===== config.mk =====
export PLATFORM = sky130hd
export DESIGN_NAME = min_max_envelope_pyramid_top
export DESIGN_NICKNAME = d
export VERILOG_FILES = /design/src/rtl/core/mmep_pkg.sv /design/src/rtl/core/mmep_cell.sv /design/src/rtl/core/min_max_envelope_pyramid_top.sv
export SDC_FILE = /design/constraint.sdc
export NUM_CORES = 2
export LEC_CHECK = 0
export BUFFER_PORTS_ARGS = -buffer_cell sky130_fd_sc_hd__buf_2
export CORE_ASPECT_RATIO = 1.1
export CORE_MARGIN = 5
export CORE_UTILIZATION = 45
export CTS_BUF_LIST = sky130_fd_sc_hd__clkbuf_16
export DETAILED_ROUTE_END_ITERATION = 10
export HOLD_SLACK_MARGIN = 0.06
export PLACE_DENSITY = 0.7
export SLEW_MARGIN = 15
export SYNTH_ARGS = -nofsm -noshare
export SYNTH_HDL_FRONTEND = slang
export SYNTH_SLANG_ARGS = --single-unit

===== constraint.sdc =====
create_clock -name clk_i -period 20.5 [get_ports clk_i]
set_clock_uncertainty 0.1 [all_clocks]
set_input_delay 1.025 -clock clk_i [delete_from_list [all_inputs] [get_ports clk_i]]
set_output_delay 1.025 -clock clk_i [all_outputs]
set_load 0.01 [all_outputs]

===== src/rtl/core/mmep_pkg.sv =====
// Package for the min/max envelope pyramid: payload structs, cell control
// and snapshot structs, and fixed field widths. No dependencies.
package mmep_pkg;

  localparam int unsigned SAMPLE_BITS = 16;
  localparam int unsigned LVL_W       = 5;
  localparam int unsigned IDX_W       = 23;
  localparam int unsigned CAP_LOG     = 24;
  localparam int unsigned CNT_W       = CAP_LOG + 1;

  localparam logic signed [SAMPLE_BITS-1:0] SAMPLE_MAX = {1'b0, {(SAMPLE_BITS-1){1'b1}}};
  localparam logic signed [SAMPLE_BITS-1:0] SAMPLE_MIN = {1'b1, {(SAMPLE_BITS-1){1'b0}}};

  typedef struct packed {
    logic signed [SAMPLE_BITS-1:0] sample_code;
    logic                          end_of_capture;
  } sample_in_t;

  typedef struct packed {
    logic [LVL_W-1:0]              level_number;
    logic [IDX_W-1:0]              bucket_index;
    logic signed [SAMPLE_BITS-1:0] bucket_min;
    logic signed [SAMPLE_BITS-1:0] bucket_max;
    logic                          last_of_run;
  } result_t;

  // Broadcast from the top level to every cell.
  typedef struct packed {
    logic                          load;
    logic                          take;
    logic                          eoc;
    logic                          shift;
    logic [CNT_W-1:0]              total;
    logic signed [SAMPLE_BITS-1:0] sample;
  } cell_ctl_t;

  // Bucket snapshot handed from cell to cell toward the output.
  typedef struct packed {
    logic                          vld;
    logic signed [SAMPLE_BITS-1:0] bmin;
    logic signed [SAMPLE_BITS-1:0] bmax;
  } snap_t;

endpackage


===== src/rtl/core/mmep_cell.sv =====
// One pyramid level: running min/max of the current bucket plus a snapshot
// stage of the output chain. Depends on mmep_pkg.
module mmep_cell #(
  parameter int unsigned LEVEL = 1
) (
  input  logic               clk_i,
  input  logic               rst_ni,
  input  mmep_pkg::cell_ctl_t ctl_i,
  input  mmep_pkg::snap_t    nxt_i,
  output mmep_pkg::snap_t    snap_o
);
  import mmep_pkg::*;

  localparam logic [CNT_W-1:0] LowMask = (CNT_W'(1) << LEVEL) - CNT_W'(1);

  logic signed [SAMPLE_BITS-1:0] run_min_q, run_max_q;
  logic signed [SAMPLE_BITS-1:0] upd_min, upd_max;
  logic signed [SAMPLE_BITS-1:0] snap_min_q, snap_max_q;
  logic                          snap_vld_q;
  logic                          complete, fits, emit;

  always_comb begin
    upd_min  = (ctl_i.take && (ctl_i.sample < run_min_q)) ? ctl_i.sample : run_min_q;
    upd_max  = (ctl_i.take && (ctl_i.sample > run_max_q)) ? ctl_i.sample : run_max_q;
    complete = (ctl_i.total & LowMask) == '0;
    fits     = (ctl_i.total >> LEVEL) != '0;
    emit     = ctl_i.take && (complete || (ctl_i.eoc && fits));
  end

  always_ff @(posedge clk_i or negedge rst_ni) begin
    if (!rst_ni) begin
      run_min_q  <= SAMPLE_MAX;
      run_max_q  <= SAMPLE_MIN;
      snap_vld_q <= 1'b0;
    end else if (ctl_i.load) begin
      run_min_q  <= (emit || ctl_i.eoc) ? SAMPLE_MAX : upd_min;
      run_max_q  <= (emit || ctl_i.eoc) ? SAMPLE_MIN : upd_max;
      snap_vld_q <= emit;
    end else if (ctl_i.shift) begin
      snap_vld_q <= nxt_i.vld;
    end
  end

  always_ff @(posedge clk_i) begin
    if (ctl_i.load) begin
      snap_min_q <= upd_min;
      snap_max_q <= upd_max;
    end else if (ctl_i.shift) begin
      snap_min_q <= nxt_i.bmin;
      snap_max_q <= nxt_i.bmax;
    end
  end

  assign snap_o = '{vld: snap_vld_q, bmin: snap_min_q, bmax: snap_max_q};

endmodule


===== src/rtl/core/min_max_envelope_pyramid_top.sv =====
// Top level of the min/max envelope pyramid: sample counter, broadcast
// control and the row of level cells. Depends on mmep_pkg and mmep_cell.
//
//   channel | direction | handshake             | payload
//   --------+-----------+-----------------------+----------------------
//   in      | input     | in_valid_i/in_ready_o | mmep_pkg::sample_in_t
//   out     | output    | out_valid_o/out_ready_i | mmep_pkg::result_t
//
// An item that closes R buckets holds the block until its R results leave:
// all cells update in the accept cycle and latch their snapshots, then the
// snapshot chain drains toward cell 0 at one result per cycle; output stalls
// freeze the chain. The next item is taken in the cycle the last result
// leaves; an item that closes no bucket leaves the block free. Reset clears
// counter, running min/max and snapshot valid bits; no clearing pass is needed.
module min_max_envelope_pyramid_top #(
  parameter int unsigned MAX_LEVELS = 24
) (
  input  logic                 clk_i,
  input  logic                 rst_ni,
  input  logic                 in_valid_i,
  output logic                 in_ready_o,
  input  mmep_pkg::sample_in_t in_data_i,
  output logic                 out_valid_o,
  input  logic                 out_ready_i,
  output mmep_pkg::result_t    out_data_o
);
  import mmep_pkg::*;

  logic [CNT_W-1:0] count_q, count_d;
  logic [IDX_W-1:0] idx_q;
  logic [LVL_W-1:0] level_q;
  logic             take;
  logic [CNT_W-1:0] total;
  logic             in_fire, out_fire;
  cell_ctl_t        ctl;
  snap_t            snap [MAX_LEVELS];
  snap_t            nxt  [MAX_LEVELS];

  // Samples beyond the cap are dropped; total is the count including this one.
  assign take  = !count_q[CAP_LOG];
  assign total = take ? count_q + CNT_W'(1) : count_q;

  // Emitting levels always form a prefix, so cell 0 and its neighbor tell
  // whether a result is pending and whether it is the last of the run.
  assign out_valid_o = snap[0].vld;
  assign out_fire    = out_valid_o && out_ready_i;
  assign in_ready_o  = !snap[0].vld || (out_ready_i && !nxt[0].vld);
  assign in_fire     = in_valid_i && in_ready_o;

  assign ctl = '{load:   in_fire,
                 take:   take,
                 eoc:    in_data_i.end_of_capture,
                 shift:  out_fire,
                 total:  total,
                 sample: in_data_i.sample_code};

  // Restart the capture after its final sample.
  assign count_d = in_data_i.end_of_capture ? '0 : total;

  always_ff @(posedge clk_i or negedge rst_ni) begin
    if (!rst_ni) begin
      count_q <= '0;
      level_q <= LVL_W'(1);
    end else if (in_fire) begin
      count_q <= count_d;
      level_q <= LVL_W'(1);
    end else if (out_fire) begin
      level_q <= level_q + LVL_W'(1);
    end
  end

  // Bucket index at level k is the pre-sample count shifted right by k, for
  // both full and flushed partial buckets; advance one shift per result.
  always_ff @(posedge clk_i) begin
    if (in_fire) begin
      idx_q <= count_q[IDX_W:1];
    end else if (out_fire) begin
      idx_q <= idx_q >> 1;
    end
  end

  for (genvar g = 0; g < MAX_LEVELS; g++) begin : g_cell
    if (g == MAX_LEVELS - 1) begin : g_tail
      assign nxt[g] = '0;
    end else begin : g_link
      assign nxt[g] = snap[g+1];
    end
    mmep_cell #(
      .LEVEL(g + 1)
    ) u_cell (
      .clk_i (clk_i),
      .rst_ni(rst_ni),
      .ctl_i (ctl),
      .nxt_i (nxt[g]),
      .snap_o(snap[g])
    );
  end

  assign out_data_o = '{level_number: level_q,
                        bucket_index: idx_q,
                        bucket_min:   snap[0].bmin,
                        bucket_max:   snap[0].bmax,
                        last_of_run:  !nxt[0].vld};

`ifndef SYNTHESIS
  // Pending snapshots stay a contiguous prefix of the chain.
  a_prefix: assert property (@(posedge clk_i) disable iff (!rst_ni)
    !snap[0].vld |-> !nxt[0].vld)
    else $error("snapshot chain has a gap");

  // Reported level stays within the pyramid.
  a_level: assert property (@(posedge clk_i) disable iff (!rst_ni)
    out_valid_o |-> (level_q != '0) && (level_q <= LVL_W'(MAX_LEVELS)))
    else $error("level out of range");

  // A final sample restarts the count.
  a_restart: assert property (@(posedge clk_i) disable iff (!rst_ni)
    in_fire && in_data_i.end_of_capture |=> count_q == '0)
    else $error("count not cleared at end of capture");
`endif

endmodule


==> impl_metrics.ini <==
[global_routing]
overflow = 0
grt_pass1_wl_mm = 439.4
track_usage_pct = 27.01
antenna_found_initial = 12
grt_max_degree = 245
grt_pass1_vias = 70310

[floorplan]
fp.dieArea_um2 = 211700
fp.dieH_um = 482.0
start_util_pct = 45.18
core_area_um2 = 201700
dieWidth_um = 439.1
io-pin-count = 84
rows = 173

[logic_synthesis]
synth_edf_count = 791
ys_seq_area_share_pct = 49.16
async_reset_ff_share_pct = 50.96
synth_ff_type = edfxtp_1
synth_area_leader_cell = edfxtp_1
yosysMostFrequentCell = nand2_1
synth.area.top_cells = edfxtp_1 (26%), dfrtp_1 (12%), dfstp_2 (11%)
synth_fp_nets = 9453
synth_compound_area_share_pct = 17.79
postSynthCellCount = 8686
synthMuxAreaShare_pct = 6.912
synthTopCellsByCount = nand2_1 (1041), o21ai_0 (871), inv_1 (795)
synth_top_family_by_area = compound AO/OA/AOI/OAI gates
synth-simple-area-share_pct = 9.662
synth-adder-area-share_pct = 10.24
yosysTopAreaCellShare_pct = 26.06
synth.avg_cell_area_um2 = 10.49
synth_xor_xnor_area_share_pct = 0.2787
synth-seq-cells = 1613
netlist_area_um2 = 91140
ys_types = 101
ys_warn_count = 0

[worst_setup_path]
worstPathRequired_ns = 21.09
worst_setup_path_start_kind = flip-flop
worstRegToRegCells = 12
path_cells = o21ai_1 > nand2_4 > buf_4 > buf_12 > buf_4 > buf_4 > buf_4 > buf_12 > buf_4 > a21oi_1 > buf_4 > a2bb2oi_1
r2r_setup_slack_ns = 13.83
critPathKind = reg2reg
slowest_delay_ns = 0.90
cpMostUsedCell = buf_4
rr_endpoint = g_cell[6].u_cell.run_min_q[2]
crit_path_max_fanout = 203
end_kind = flip-flop
critPathSlowestCell = buf_4
reg2reg_from = g_cell[0].u_cell.snap_vld_q
crit_arrival_ns = 7.26

[power_and_ir_drop]
p_switching_uw = 6142
power_frac_seq_pct = 40.3
power_leakage_uw = 0.04490
switching_share_pct = 38.57
comb_power_share_pct = 39.5
power.total_uw = 15920
power_density_nw_per_um2 = 158.8
p_clk_share_pct = 20.2
ir_drop_v = 0.00009211
p_int_uw = 9781

[placement]
portBuffers = 83
dpl_cell_area_um2 = 94430
gp_congestion = 0.9123
place_hpwl_mm = 185.8

[routing]
drt_iter0_markers = 7473
drtPass1Iterations = 7
drt_wl_total_mm = 291.3
vias_per_cell = 6.197
wire_per_inst_um = 25.62
vias = 70440
drcViolationCount = 0
drtAntennaViolNets = 0

[sta]
hold_ws_ns = 0.1464
finalCriticalPeriod_ns = 6.672
slew_violations = 0
worst_pin_slew_ns = 1.322
fmax_mhz = 149.9
hold_viol_final = 0
setup_viol = 0
slew_headroom_pct = 11.87
post-route-period-util_pct = 32.54
tns_ns = 0
rsz0062_at_grt = false

[finish]
postLayoutCoreUtil_pct = 49.70
areaGrowthSynthToFinish_pct = 10.01
fin_area_um2 = 100300
nNetsFinal = 9267
n_fill_cell = 17900
drive_above_1_share_pct = 12.57

[cts]
clock_sinks = 1613
ctsHoldBuffers = 0
clock_latency_ns = 0.83
htreeDepth = 4
clockBufferDepth = 3
tritoncts = built
cts_buffers = 171
cts_resized = 0
clk_transition_reported_paths_ns = 0.07
root_buffer = clkbuf_16
post_cts_buffers = 0

[min_path]
hold_class = in2async

[run_status]
outcome = completed

[flow_run]
maxCapViolCount = 0
-- power groups by stage --
stage | sequential, uW | clock (uW) | combinational (uW)
after floorplan | 6290 | 0 | 4450
after global placement | 6400 | 0 | 5970
after detailed placement | 6420 | 0 | 6190
after CTS | 6390 | 3250 | 6220
after global routing | 6550 | 3390 | 6920
final | 6410 | 3220 | 6290
-- layout make-up --
cell class / instances / area [um^2] / area share [%]
tap: 2712 / 3393 / 3.384
antenna: 7 / 17.52 / 0.01747
sequential: 1613 / 44810 / 44.69
clock buffer: 178 / 4454 / 4.442
timing repair buffer: 252 / 1906 / 1.900
multi-input combinational: 5666 / 41400 / 41.29
inverter: 796 / 2988 / 2.980
clock inverter: 144 / 1303 / 1.299
-- cell families (layout without fill, tap and decap cells) --
logic type | Yosys count | after routing
other | 0 | 7
adder cells (fa/ha/maj) | 746 | 746
buffers and inverters | 1407 | 1370
AND/OR/NAND/NOR | 1895 | 1895
multiplexers | 629 | 629
AO/OA/AOI/OAI | 2367 | 2367
XOR/XNOR | 29 | 29
flip-flops | 1613 | 1613
-- worst max-delay path: cells and delay by family, from the launching register on --
kind,cells,cell delay (ns)
compound gates,3,0.42
buf+inv,8,4.86
flops,1,0.40
simple gates,1,0.33
-- how the worst max path moves through the flow --
stage                                     start                             end  slack (ns)  depth (start not counted)
finish              g_cell[0].u_cell.snap_vld_q   g_cell[6].u_cell.run_min_q[2]       13.83                         12
global route        g_cell[0].u_cell.snap_vld_q   g_cell[6].u_cell.run_min_q[2]       13.27                         12
CTS                 g_cell[0].u_cell.snap_vld_q   g_cell[6].u_cell.run_min_q[2]       13.87                         12
detailed placement                  out_ready_i   g_cell[6].u_cell.run_min_q[2]       13.09                         14
global placement                    out_ready_i   g_cell[6].u_cell.run_min_q[2]       13.15                         14
floorplan                           out_ready_i  g_cell[0].u_cell.snap_max_q[0]        7.31                          9
-- metal layers --
metal  GRT usage (%)  routed length, um  vias to the layer above
li1                -                  -                    31300
met1           34.67             115200                    35010
met2           42.49             131800                     3326
met3           5.630              25350                      811
met4           15.69              18980                        6
met5               0                 41                        -
-- layout by cell type (no fill, tap or decap), types with 41 or more instances in the layout --
| cell | synthesis | routed |
|---|---|---|
| a21o_1 | 114 | 114 |
| nand4_1 | 108 | 108 |
| a21oi_1 | 204 | 194 |
| o2bb2ai_1 | 164 | 164 |
| nor4_1 | 44 | 42 |
| a31oi_1 | 56 | 43 |
| edfxtp_1 | 791 | 791 |
| nand2b_1 | 44 | 44 |
| nor2_1 | 211 | 191 |
| nand3_1 | 163 | 162 |
| a2bb2oi_1 | 200 | 200 |
| o22a_1 | 116 | 116 |
| dfstp_2 | 385 | 385 |
| mux2i_1 | 626 | 623 |
| buf_4 | 10 | 162 |
| buf_2 | 71 | 65 |
| o21ai_0 | 871 | 869 |
| inv_1 | 795 | 821 |
| ha_1 | 746 | 746 |
| nand2_1 | 1041 | 1024 |
| o21a_1 | 41 | 41 |
| o211ai_1 | 107 | 107 |
| clkbuf_16 | 0 | 178 |
| dfrtp_1 | 437 | 436 |
| nor3_1 | 76 | 72 |
| a22o_1 | 165 | 165 |
-- sequential cells by signal (all words and copies together), names as in the netlist --
| name | count |
|---|---|
| g_cell.u_cell.run_min_q | 384 |
| level_q | 5 |
| g_cell.u_cell.snap_min_q | 384 |
| count_q | 25 |
| g_cell.u_cell.snap_max_q | 384 |
| g_cell.u_cell.run_max_q | 384 |
| idx_q | 23 |
| g_cell.u_cell.snap_vld_q | 24 |
-- metrics by stage --
| step | instances | setup slack [ns] |
|---|---|---|
| CTS | 11360 | 13.87 |
| global placement | 11040 | 13.15 |
| finish | 11370 | 13.83 |
| floorplan | 8686 | 7.308 |
| global route | 11360 | 13.27 |
| detailed placement | 11040 | 13.09 |
(Power assumes the default switching activity.)
